[src/design/tcfp_pkg.sv]
// ----------------------------------------------------------------------------
// tcfp_pkg
// Shared codes, reply descriptor type and command length table for the
// test command frame parser.
// ----------------------------------------------------------------------------
package tcfp_pkg;

    // Frame and reply bytes
    localparam logic [7:0] HEAD_BYTE     = 8'hF4;
    localparam logic [7:0] REPLY_LEAD    = 8'h4F;
    localparam logic [7:0] ACK_ONE       = 8'h01;
    localparam logic [7:0] NOT_SUPPORTED = 8'h40;
    localparam logic [7:0] ACK_OK        = 8'hF0;
    localparam logic [7:0] ACK_NG        = 8'hFF;

    // Command codes
    localparam logic [7:0] CMD_GET_TYPE  = 8'h00;
    localparam logic [7:0] CMD_SYNC_RTC  = 8'h01;
    localparam logic [7:0] CMD_LAST_PLAIN = 8'h07;
    localparam logic [7:0] CMD_RF        = 8'h05;
    localparam logic [7:0] CMD_EEPROM    = 8'h06;
    localparam logic [7:0] CMD_ETHERNET  = 8'h07;
    localparam logic [7:0] CMD_LED       = 8'h08;
    localparam logic [7:0] CMD_INIT_I2C  = 8'hF4;

    // Configuration registers
    localparam logic       REG_HW_TYPE   = 1'b0;
    localparam logic [7:0] HW_TYPE_RESET = 8'h0E;

    // Fixed data length of a command
    typedef struct packed {
        logic       known;
        logic [2:0] len;
    } cmd_len_t;

    // One reply: four-byte ack form or three-byte not-supported form
    typedef struct packed {
        logic       four;
        logic [7:0] cmd;
        logic [7:0] data;
        logic       led_write;
        logic [2:0] led_drive;
    } reply_t;

    function automatic cmd_len_t fixed_length(input logic [7:0] c);
        cmd_len_t r;
        r.known = 1'b1;
        r.len   = 3'd0;
        if (c == CMD_SYNC_RTC) begin
            r.len = 3'd6;
        end
        else if (c <= CMD_LAST_PLAIN) begin
            r.len = 3'd0;
        end
        else if (c == CMD_LED) begin
            r.len = 3'd1;
        end
        else if (c == CMD_INIT_I2C) begin
            r.len = 3'd0;
        end
        else begin
            r.known = 1'b0;
        end
        return r;
    endfunction

endpackage

[src/design/tcfp_parser.sv]
// ----------------------------------------------------------------------------
// tcfp_parser
// Frame state machine: head, command, length and data phases. Builds the
// reply descriptor for the byte in the input register.
// ----------------------------------------------------------------------------
module tcfp_parser (
    input  logic              clk,
    input  logic              rst_n,
    input  logic              stage_valid,
    input  logic              stage_op,
    input  logic [7:0]        stage_byte,
    input  logic              stage_ok,
    input  logic              consume,
    input  logic [7:0]        hw_type,
    output logic              reply_valid,
    output tcfp_pkg::reply_t  reply
);
    import tcfp_pkg::*;

    typedef enum logic [1:0] {
        PH_HEAD,
        PH_CMD,
        PH_LEN,
        PH_DATA
    } phase_t;

    phase_t     phase_reg, phase_next;
    logic [7:0] command_reg, command_next;
    logic [2:0] bytes_left_reg, bytes_left_next;
    logic [7:0] first_data_reg, first_data_next;
    logic       fire;
    cmd_len_t   cl;
    logic [2:0] bl_dec;
    logic [7:0] fd_new;

    assign cl     = fixed_length(command_reg);
    assign bl_dec = (bytes_left_reg != 3'd0) ? bytes_left_reg - 3'd1 : 3'd0;
    assign fd_new = (phase_reg == PH_DATA && cl.known && bytes_left_reg == cl.len)
                    ? stage_byte : first_data_reg;

    // Advance the frame phase for one byte
    always_comb
    begin
        phase_next      = phase_reg;
        command_next    = command_reg;
        bytes_left_next = bytes_left_reg;
        first_data_next = first_data_reg;
        fire            = 1'b0;
        case (phase_reg)
            PH_HEAD:
            begin
                if (stage_byte == HEAD_BYTE)
                begin
                    phase_next = PH_CMD;
                end
            end
            PH_CMD:
            begin
                command_next = stage_byte;
                phase_next   = PH_LEN;
            end
            PH_LEN:
            begin
                if (!cl.known || stage_byte != {5'd0, cl.len})
                begin
                    phase_next = PH_HEAD;
                end
                else if (cl.len != 3'd0)
                begin
                    bytes_left_next = cl.len;
                    phase_next      = PH_DATA;
                end
                else
                begin
                    phase_next = PH_HEAD;
                    fire       = 1'b1;
                end
            end
            PH_DATA:
            begin
                first_data_next = fd_new;
                bytes_left_next = bl_dec;
                if (bl_dec == 3'd0)
                begin
                    phase_next = PH_HEAD;
                    fire       = 1'b1;
                end
            end
            default:
            begin
                phase_next = PH_HEAD;
            end
        endcase
        // Receive error: restart, keep stored fields
        if (stage_op)
        begin
            phase_next      = PH_HEAD;
            command_next    = command_reg;
            bytes_left_next = bytes_left_reg;
            first_data_next = first_data_reg;
            fire            = 1'b0;
        end
    end

    assign reply_valid = stage_valid && fire;

    // Build the reply for the stored command
    always_comb
    begin
        reply.four      = 1'b1;
        reply.cmd       = command_reg;
        reply.data      = ACK_NG;
        reply.led_write = 1'b0;
        reply.led_drive = 3'd0;
        case (command_reg)
            CMD_GET_TYPE:
            begin
                reply.data = hw_type;
            end
            CMD_LED:
            begin
                reply.data      = fd_new;
                reply.led_write = 1'b1;
                reply.led_drive = ~fd_new[2:0];
            end
            CMD_RF, CMD_ETHERNET:
            begin
                reply.data = ACK_NG;
            end
            CMD_EEPROM:
            begin
                reply.data = stage_ok ? ACK_OK : ACK_NG;
            end
            default:
            begin
                reply.four = 1'b0;
                reply.data = 8'd0;
            end
        endcase
    end

    // Hold parser state, update when the byte is consumed
    always_ff @(posedge clk or negedge rst_n)
    begin
        if (!rst_n)
        begin
            phase_reg      <= PH_HEAD;
            command_reg    <= 8'd0;
            bytes_left_reg <= 3'd0;
            first_data_reg <= 8'd0;
        end
        else if (consume)
        begin
            phase_reg      <= phase_next;
            command_reg    <= command_next;
            bytes_left_reg <= bytes_left_next;
            first_data_reg <= first_data_next;
        end
    end

    a_data_has_bytes: assert property (@(posedge clk) disable iff (!rst_n)
        (phase_reg == PH_DATA) |-> (bytes_left_reg != 3'd0))
        else $error("data phase with no bytes left");

    a_no_reply_on_error: assert property (@(posedge clk) disable iff (!rst_n)
        (stage_valid && stage_op) |-> !reply_valid)
        else $error("reply raised on receive error");

endmodule

[config.mk]
export PLATFORM = sky130hd
export DESIGN_NAME = tcfp_parser
export DESIGN_NICKNAME = d
export VERILOG_FILES = /design/src/design/tcfp_pkg.sv /design/src/design/tcfp_parser.sv
export SDC_FILE = /design/constraint.sdc
export NUM_CORES = 1
export LEC_CHECK = 0
export BUFFER_PORTS_ARGS = -buffer_cell sky130_fd_sc_hd__buf_4
export CAP_MARGIN = 10
export CORE_ASPECT_RATIO = 0.7
export CORE_UTILIZATION = 45
export CTS_BUF_LIST = sky130_fd_sc_hd__clkbuf_16
export CTS_CLUSTER_DIAMETER = 200
export DETAILED_ROUTE_END_ITERATION = 8
export GPL_TIMING_DRIVEN = 1
export PLACE_DENSITY = 0.73
export SYNTH_ARGS = -nofsm -noshare
export SYNTH_HDL_FRONTEND = slang
export SYNTH_SLANG_ARGS = --single-unit
[constraint.sdc]
create_clock -name clk -period 2.6 [get_ports clk]
set_input_delay 0.26 -clock clk [delete_from_list [all_inputs] [get_ports clk]]
set_output_delay 0.26 -clock clk [all_outputs]
set_load 0.05 [all_outputs]
==> qor.yml, run 1 <==
status: "complete, but fails checks"
violations: "setup timing"
min_path_type: "input pin to flip-flop"
clock_skew_ns: 0.00314
critPathKind: "flip-flop to output port"
path_common_cell: "or4_4"
grt_util_met2_pct: 40.5
powerDensity_nw_per_um2: 357
clk_latency_ns: 0.25
port-buffer-count: 43
wl_per_cell_um: 15.9
cap_violations: 0
ys_types: 47
synthTopCellsByCount: "22 x a21oi_1, 21 x dfrtp_1, 16 x nand2_1"
final_area_sq_um: 2420
avgSynthCellArea_sq_um: 8.44
synth_seq_area_share_pct: 31.4
cts_tree: "yes"
crit_chain: "or4_4 -> buf_4 -> nor4_4 -> o221ai_2 -> or4_4 -> a21oi_4 -> buf_6"
synth_area_leader_cell: "dfrtp_1"
drc: 0
rsz0062_at_grt: "yes"
grt_overflow: 0
synth_top_area_share_pct: 31.4
place_area_sq_um: 2210
dr.pass1.iters: 4
ys_seq_elements: 21
cp_max_fo: 5
slew_viol_final: 0
die_x_um: 74.8
cts.clk_slew.worst_paths_ns: 0.06
syn_inst: 198
worstSetupEndpointType: "output port"
multi_input_area_sq_um: 1110
grt_max_degree: 22
top_usage_layer: "met2"
critPathBufInv: 2
n_fill_cell: 283
dp_hpwl_mm: 3.61
power.total_mw: 0.863
grtUsageMet3_pct: 4.38
slew-limit-headroom_pct: 73.4
drt.antenna.violating_nets: 0
dp_slack_ns: -0.0120
critPathTopFamily: "simple AND/OR/NAND/NOR gates"
drt_wl_total_mm: 4.89
finalCritPeriodShare_pct: 107
globalRouteMet1Util_pct: 40.4
synthFlopType: "dfrtp_1"
finalHoldViolations: 0
netlist_area_sq_um: 1670
seq_area_sq_um: 533
start_util_pct: 47.3
ys_async_sr_fraction_pct: 100
die_h_um: 53.0
drive_above_1_share_pct: 47.5
dr_total_vias: 1764
routed_via_density: 5.75
cts-htree-levels: 1
gp_congestion: 0.933
final.min_clock_period_ns: 2.78
antenna_found_initial: 0
cts.path.max_buffers: 2
rows: 18
synthToLayoutAreaGrowth_pct: 44.7
crit_path_start_kind: "flip-flop"
clock_sinks: 21
syn_nets: 222
grtUsageTotal_pct: 26.7
grt_pass1_wl_mm: 7.79
tightest_slew_ns: 0.397
hold_slack_ns: 0.265
tns_ns: -1.73
nets: 282
cp.required_ns: 2.34
setup-violations-final: 12
slowest_stage: "or4_4"
synthTopCellsByArea: "dfrtp_1 31%, mux2_2 8.8%, a21oi_1 6.6%"
numCtsBuffers: 3
cp.arrival_ns: 2.52
grt_pass1_vias: 1562
ir_drop_mv: 0.334
first_iter_violations: 126
synth-edff-count: 0
root_buffer: "clkbuf_16"
cp_slowest_stage_delay_ns: 0.57
core_sq_um: 3540
layout_setup_ws_ns: -0.178
die-area_sq_um: 3970
yosys_warnings: 0
diodes: 0
fmax_mhz: 360
p_leak_nw: 1.06
yosysMostFrequentCell: "a21oi_1"
io_pins: 44
-- through the flow --
stage / util (%) / instances
2_1_floorplan: - / 198
4_1_cts: 67.7 / 307
3_3_place_gp: 62.6 / 299
5_1_grt: 68.4 / 307
6_report: 68.4 / 307
3_5_place_dp: 62.6 / 299
-- final timing paths --
kind                                   start  slack, ns                end  depth (start not counted)
max                           command_reg[7]      -0.18        reply_valid                          7
min                            stage_byte[3]       0.27     command_reg[3]                          3
max reg2reg                   command_reg[7]       0.15  first_data_reg[5]                          7
min reg2reg                first_data_reg[6]       0.52  first_data_reg[6]                          1
max in group asynchronous              rst_n       1.92     command_reg[7]                          2
min in group asynchronous              rst_n       0.44  first_data_reg[0]                          2
-- report_power, final --
part | total [mW] | internal (mW) | switching [mW]
logic | 0.212 | 0.0836 | 0.128
clock network | 0.314 | 0.205 | 0.109
registers | 0.337 | 0.333 | 0.00442
total | 0.863 | 0.621 | 0.242
-- what timing repair did --
item	in CTS	in global routing
endpoints found under the hold margin	21	0
resized for setup	20	6
hold buffers	1	0
pin swaps	6	1
setup endpoints to repair	12	12
setup buffers	3	0
-- per-layer routing --
layer	wire [um]	up-vias	part of all wire (%)
met5	0	-	0
met4	14	0	0.29
met3	292	2	6.0
met2	2130	66	44
met1	2450	841	50
li1	-	855	-
-- cells by family after synthesis --
family | Yosys count | synth area share, %
buffers and inverters | 25 | 7.18
XOR/XNOR | 1 | 0.524
multiplexers | 15 | 10.1
AND/OR/NAND/NOR | 74 | 24.4
AO/OA/AOI/OAI | 60 | 24.9
adder cells (fa/ha/maj) | 2 | 1.50
flip-flops | 21 | 31.4
-- cell usage in the layout (no fill, tap or decap), drive strengths merged, types with 2 or more instances in the layout --
cell,n
a21boi,3
o31ai,2
nor4,5
or4,2
a21oi,22
ha,2
o211ai,2
nand4,4
or3,4
buf,70
nor2,13
o21ai,7
nor2b,3
a311o,7
or3b,2
or2,3
o22ai,3
nor3,7
clkbuf,3
nand2b,3
dfrtp,21
and2,3
mux2,15
nand3,3
a211oi,6
nand2,16
inv,9
a211o,2
-- tightest hold or removal path, stage by stage --
cell     delay (ns)
buf_4          0.11
nand2_1        0.05
o21ai_0        0.06
-- final cells by class --
cell class	count	share of cell area, %
flip-flops and latches	21	22.0
clock buffers	3	3.10
multi-input cells	152	46.0
well taps	50	2.59
clock inverters	1	0.155
inverters	9	1.91
repair buffers	71	24.2
No activity file was read; power rests on OpenSTA's default activity.
==> run 2: changes to the inputs <==
CORE_MARGIN = 2   (was not set)
CTS_CLUSTER_DIAMETER = 150   (was 200)
==> qor.yml, run 2 (synthesis gave the netlist of run 1 again) <==
status: "complete, but fails checks"
violations: "setup timing"
die_x_um: 76.8  # +2.7%
wl_per_cell_um: 16.0  # +0.55%
clock_skew_ns: 0.00113  # -0.00201 ns
drc: 0  # unchanged
place_area_sq_um: 2210  # unchanged
dr_total_vias: 1764  # unchanged
diodes: 0  # unchanged
rr_startpoint: "command_reg[5]"
setup-violations-final: 12  # unchanged
core_sq_um: 3540  # unchanged
crit_path_start_kind: "flip-flop"
powerDensity_nw_per_um2: 361  # +1.2%
drt_wl_total_mm: 4.90  # +0.22%
first_iter_violations: 142  # +13%
antenna_found_initial: 0  # unchanged
clock_sinks: 21  # unchanged
dr.pass1.iters: 4  # unchanged
drive_above_1_share_pct: 47.3  # -0.21 points
finalHoldViolations: 0  # unchanged
cap_violations: 0  # unchanged
cp-startpoint: "command_reg[5]"
port-buffer-count: 43  # unchanged
grt_overflow: 0  # unchanged
placed_cells: 299  # unchanged
mostFrequentLayoutCell: "buf_4"
grtUsageTotal_pct: 23.5  # -3.2 points
cts.path.max_buffers: 2  # unchanged
routed_via_density: 5.76  # +0.33%
clk_latency_ns: 0.25  # about the same
cts.clk_slew.worst_paths_ns: 0.05  # about the same
hold_slack_ns: 0.266  # +0.000341 ns
die-area_sq_um: 4230  # +6.5%
rsz0062_at_grt: "yes"
root_buffer: "clkbuf_16"
tightest_slew_ns: 0.413  # +0.0161 ns
grt_pass1_vias: 1534  # -1.8%
io_pins: 44  # unchanged
cp.required_ns: 2.34  # about the same
drt.antenna.violating_nets: 0  # unchanged
layout_setup_ws_ns: -0.184  # -0.00631 ns
numCtsBuffers: 3  # unchanged
r2r_slack_ns: 0.18  # +0.03 ns
cts-htree-levels: 1  # unchanged
r2r-end: "first_data_reg[1]"
fin_cells: 306  # -0.33%
cp.arrival_ns: 2.52  # about the same
die_h_um: 55.0  # +3.8%
gp_congestion: 0.898  # -3.8%
dp_hpwl_mm: 3.57  # -1.2%
cts_tree: "yes"
finalCritPeriodShare_pct: 107  # +0.24 points
rr_worst_depth: 7  # unchanged
final.min_clock_period_ns: 2.78  # +0.00631 ns
fmax_mhz: 359  # -0.23%
slew_viol_final: 0  # unchanged
layout_common_cells: "57 x buf_4, 20 x a21oi_1, 15 x nand2_1, 15 x dfrtp_1"
p_leak_nw: 1.07  # +0.15%
rows: 18  # unchanged
dp_slack_ns: -0.0346  # -0.0226 ns
grt_pass1_wl_mm: 7.65  # -1.8%
slew-limit-headroom_pct: 72.3  # -1.2 points
n_fill_cell: 292  # +3.2%
worstSetupEndpointType: "output port"
cp_max_fo: 5  # unchanged
grt_max_degree: 22  # unchanged
critPathKind: "flip-flop to output port"
endpoint: "reply_valid"
final_area_sq_um: 2430  # +0.36%
nets: 281  # -0.35%
ir_drop_mv: 0.339  # +1.5%
power.total_mw: 0.877  # +1.6%
start_util_pct: 47.3  # unchanged
min_path_type: "input pin to flip-flop"
synthToLayoutAreaGrowth_pct: 45.2
## run 2: cell count changes in the layout (fill, tap and decap cells not counted), sizes merged
cell / delta
buf: -1
## run 2: area by class of cell
| cell class | count | area, sq um | share of cell area, % |
|---|---|---|---|
| clock buffer | 3 | 75.1 | 3.09 |
| clock inverter | 1 | 3.75 | 0.155 |
| inverter | 9 | 46.3 | 1.91 |
| multi-input combinational | 152 | 1130 | 46.7 |
| sequential | 21 | 533 | 22.0 |
| tap | 50 | 62.6 | 2.58 |
| timing repair buffer | 70 | 573 | 23.6 |
## run 2: per-stage QoR
step | TNS, ns | utilization [%]
finish | -1.18 | 68.6
global route | -2.28 | 68.6
global placement | 0 | 62.6
detailed placement | -0.0346 | 62.6
floorplan | -2.54 | -
CTS | -1.58 | 66.8
## run 2: metal layers
metal	GRT usage (%)	up-vias	share of wire [%]
met5	0	-	0
met4	4.55	0	0.92
met3	3.90	4	7.1
met2	36.3	85	44
met1	35.0	818	48
li1	-	857	-
## run 2: timing repair
item                       in CTS  in global routing
setup endpoints to repair      12                 12
pin swaps                       6                  7
hold buffers                    1                  0
cloned                          0                  0
resized for setup              17                 10
hold endpoints to repair       21                  0
setup buffers                   0                  2
## run 2: power breakdown
part	switching, mW	leakage (nW)	internal [mW]
Sequential	0.00422	0.264	0.333
Clock	0.113	0.0423	0.205
Combinational	0.132	0.759	0.0905
## run 2: worst min path at each step
stage                              to  slack (ns)     startpoint  cells after the start
finish              first_data_reg[5]        0.27  stage_byte[5]                      2
global route        first_data_reg[5]        0.27  stage_byte[5]                      2
CTS                    command_reg[3]        0.26  stage_byte[3]                      3
detailed placement  first_data_reg[1]        0.16          rst_n                      1
global placement    first_data_reg[1]        0.16          rst_n                      1
floorplan           bytes_left_reg[0]       -0.04          rst_n                      0
## run 2: worst max-delay path: stages (launching register included)
cell and delay (ns):
dfrtp_2 0.40, or4_4 0.57, or3_4 0.43, xnor2_4 0.15, or4_4 0.43, a21oi_4 0.13
buf_6 0.16
==> run 3: changes to the inputs <==
CELL_PAD_IN_SITES_DETAIL_PLACEMENT = 0   (was not set)
CELL_PAD_IN_SITES_GLOBAL_PLACEMENT = 2   (was not set)
CORE_UTILIZATION = 27   (was 45)
PLACE_DENSITY = not set   (was 0.73)
PLACE_DENSITY_LB_ADDON = 0.1   (was not set)
==> qor.yml, run 3 (synthesis gave the netlist of run 1 again) <==
status: "complete, but fails checks"
violations: "setup timing"
placed_cells: 322  # +7.7%
critPathTopFamily: "simple AND/OR/NAND/NOR gates"
routed_via_density: 5.39  # -6.5%
crit_path_start_kind: "flip-flop"
cp.arrival_ns: 2.54  # +0.02 ns
p_leak_nw: 1.07  # +0.30%
clk_latency_ns: 0.25  # about the same
drc: 0  # unchanged
dr.pass1.iters: 4  # unchanged
setup-violations-final: 12  # unchanged
core_sq_um: 5840  # +65%
port-buffer-count: 43  # unchanged
power.total_mw: 0.884  # +0.83%
min_path_type: "input pin to flip-flop"
rsz0062_at_grt: "yes"
wl_per_cell_um: 17.4  # +8.9%
cap_violations: 0  # unchanged
ir_drop_mv: 0.283  # -16%
drt_wl_total_mm: 5.75  # +17%
dr_total_vias: 1778  # +0.79%
slew_viol_final: 0  # unchanged
mostFrequentLayoutCell: "buf_4"
path_common_cell: "or4_4"
cts-htree-levels: 1  # unchanged
grt_pass1_vias: 1717  # +12%
route.met3.wl_um: 303  # -13%
finalCritPeriodShare_pct: 108  # +0.46 points
first_iter_violations: 121  # -15%
slew-limit-headroom_pct: 74.7  # +2.4 points
grt_max_degree: 22  # unchanged
worstSetupEndpointType: "output port"
die_h_um: 69.8  # +27%
synthToLayoutAreaGrowth_pct: 48.3
drive_above_1_share_pct: 47.8  # +0.58 points
cp_slowest_stage_delay_ns: 0.56  # about the same
cp.required_ns: 2.34  # about the same
top_layer_used: "met4"
grt_overflow: 0  # unchanged
layout_setup_ws_ns: -0.196  # -0.0119 ns
dp_hpwl_mm: 4.42  # +24%
wirelength_met1_mm: 3.06  # +30%
die_x_um: 98.0  # +28%
critPathBufInv: 1  # unchanged
cts.path.max_buffers: 2  # unchanged
clock_sinks: 21  # unchanged
hold_slack_ns: 0.270  # +0.00453 ns
clock_skew_ns: 0.00245  # +0.00132 ns
nets: 280  # -0.36%
dp_slack_ns: -0.0397  # -0.00513 ns
finalHoldViolations: 0  # unchanged
numCtsBuffers: 3  # unchanged
io_pins: 44  # unchanged
tightest_slew_ns: 0.378  # -0.0349 ns
powerDensity_nw_per_um2: 357  # -1.3%
cp_max_fo: 4  # -1
final.min_clock_period_ns: 2.80  # +0.0119 ns
slowest_stage: "or4_4"
crit_chain: "or4_4 -> or3_4 -> xnor2_2 -> or4_4 -> a21oi_4 -> buf_6"
diodes: 0  # unchanged
start_util_pct: 28.6  # -19 points
antenna_found_initial: 0  # unchanged
fmax_mhz: 358  # -0.43%
wl_met2_mm: 2.38  # +11%
cts.clk_slew.worst_paths_ns: 0.06  # about the same
root_buffer: "clkbuf_16"
cts_tree: "yes"
grt_pass1_wl_mm: 9.22  # +20%
die-area_sq_um: 6850  # +62%
critPathKind: "flip-flop to output port"
rows: 23  # +5
grtUsageTotal_pct: 17.0  # -6.5 points
drt.antenna.violating_nets: 0  # unchanged
gp_congestion: 0.888  # -1.1%
layout_common_cells: "55 x buf_4, 20 x a21oi_1, 15 x nand2_1, 15 x dfrtp_1"
fin_cells: 330  # +7.8%
[run 3: where the power goes]
part	switching [mW]	internal, mW	total, mW
combinational	0.137	0.0884	0.225
sequential	0.00469	0.333	0.338
clock	0.117	0.205	0.322
total	0.258	0.626	0.884
[run 3: repair_timing]
action / 4_1_cts / 5_1_grt
gates resized for setup: 26 / 6
hold buffers: 1 / 0
endpoints found under the hold margin: 21 / 0
endpoints found under the setup margin: 12 / 12
pin swaps: 7 / 4
setup buffers: 2 / 1
[run 3: tightest hold or removal path, stage by stage]
cell     delay [ns]
buf_4          0.12
nand2_1        0.05
o21ai_0        0.06
[run 3: final cells by class]
type | instances | area [sq um]
Tap cell | 75 | 93.8
Timing Repair Buffer | 69 | 582
Inverter | 9 | 46.3
Sequential cell | 21 | 533
Clock buffer | 3 | 75.1
Fill cell | 591 | 3360
Clock inverter | 1 | 3.75
Multi-Input combinational cell | 152 | 1140
[run 3: per-stage QoR]
| stage | setup TNS [ns] | utilization [%] | area [sq um] |
|---|---|---|---|
| 3_3_place_gp | 0 | 38.4 | 2240 |
| 4_1_cts | -1.39 | 41.8 | 2440 |
| 3_5_place_dp | -0.165 | 38.4 | 2240 |
| 6_report | -1.34 | 42.4 | 2480 |
| 5_1_grt | -2.13 | 42.4 | 2480 |
| 2_1_floorplan | -2.54 | - | 1770 |
[run 3: worst paths after layout]
check                                  startpoint           endpoint  slack, ns  cells past startpoint
worst max register to register     command_reg[4]  first_data_reg[6]       0.17                      7
worst min register to register  first_data_reg[5]  first_data_reg[5]       0.49                      1
min in group asynchronous                   rst_n  bytes_left_reg[0]       0.44                      2
max in group asynchronous                   rst_n     command_reg[4]       1.91                      2
worst min-delay path                stage_byte[3]     command_reg[3]       0.27                      3
worst max-delay path               command_reg[4]        reply_valid      -0.20                      6
[run 3: layer usage]
metal	global-route usage, %	vias to the layer above
met5	0	-
met4	2.16	0
met3	3.63	2
met2	23.9	52
met1	26.8	864
li1	-	860
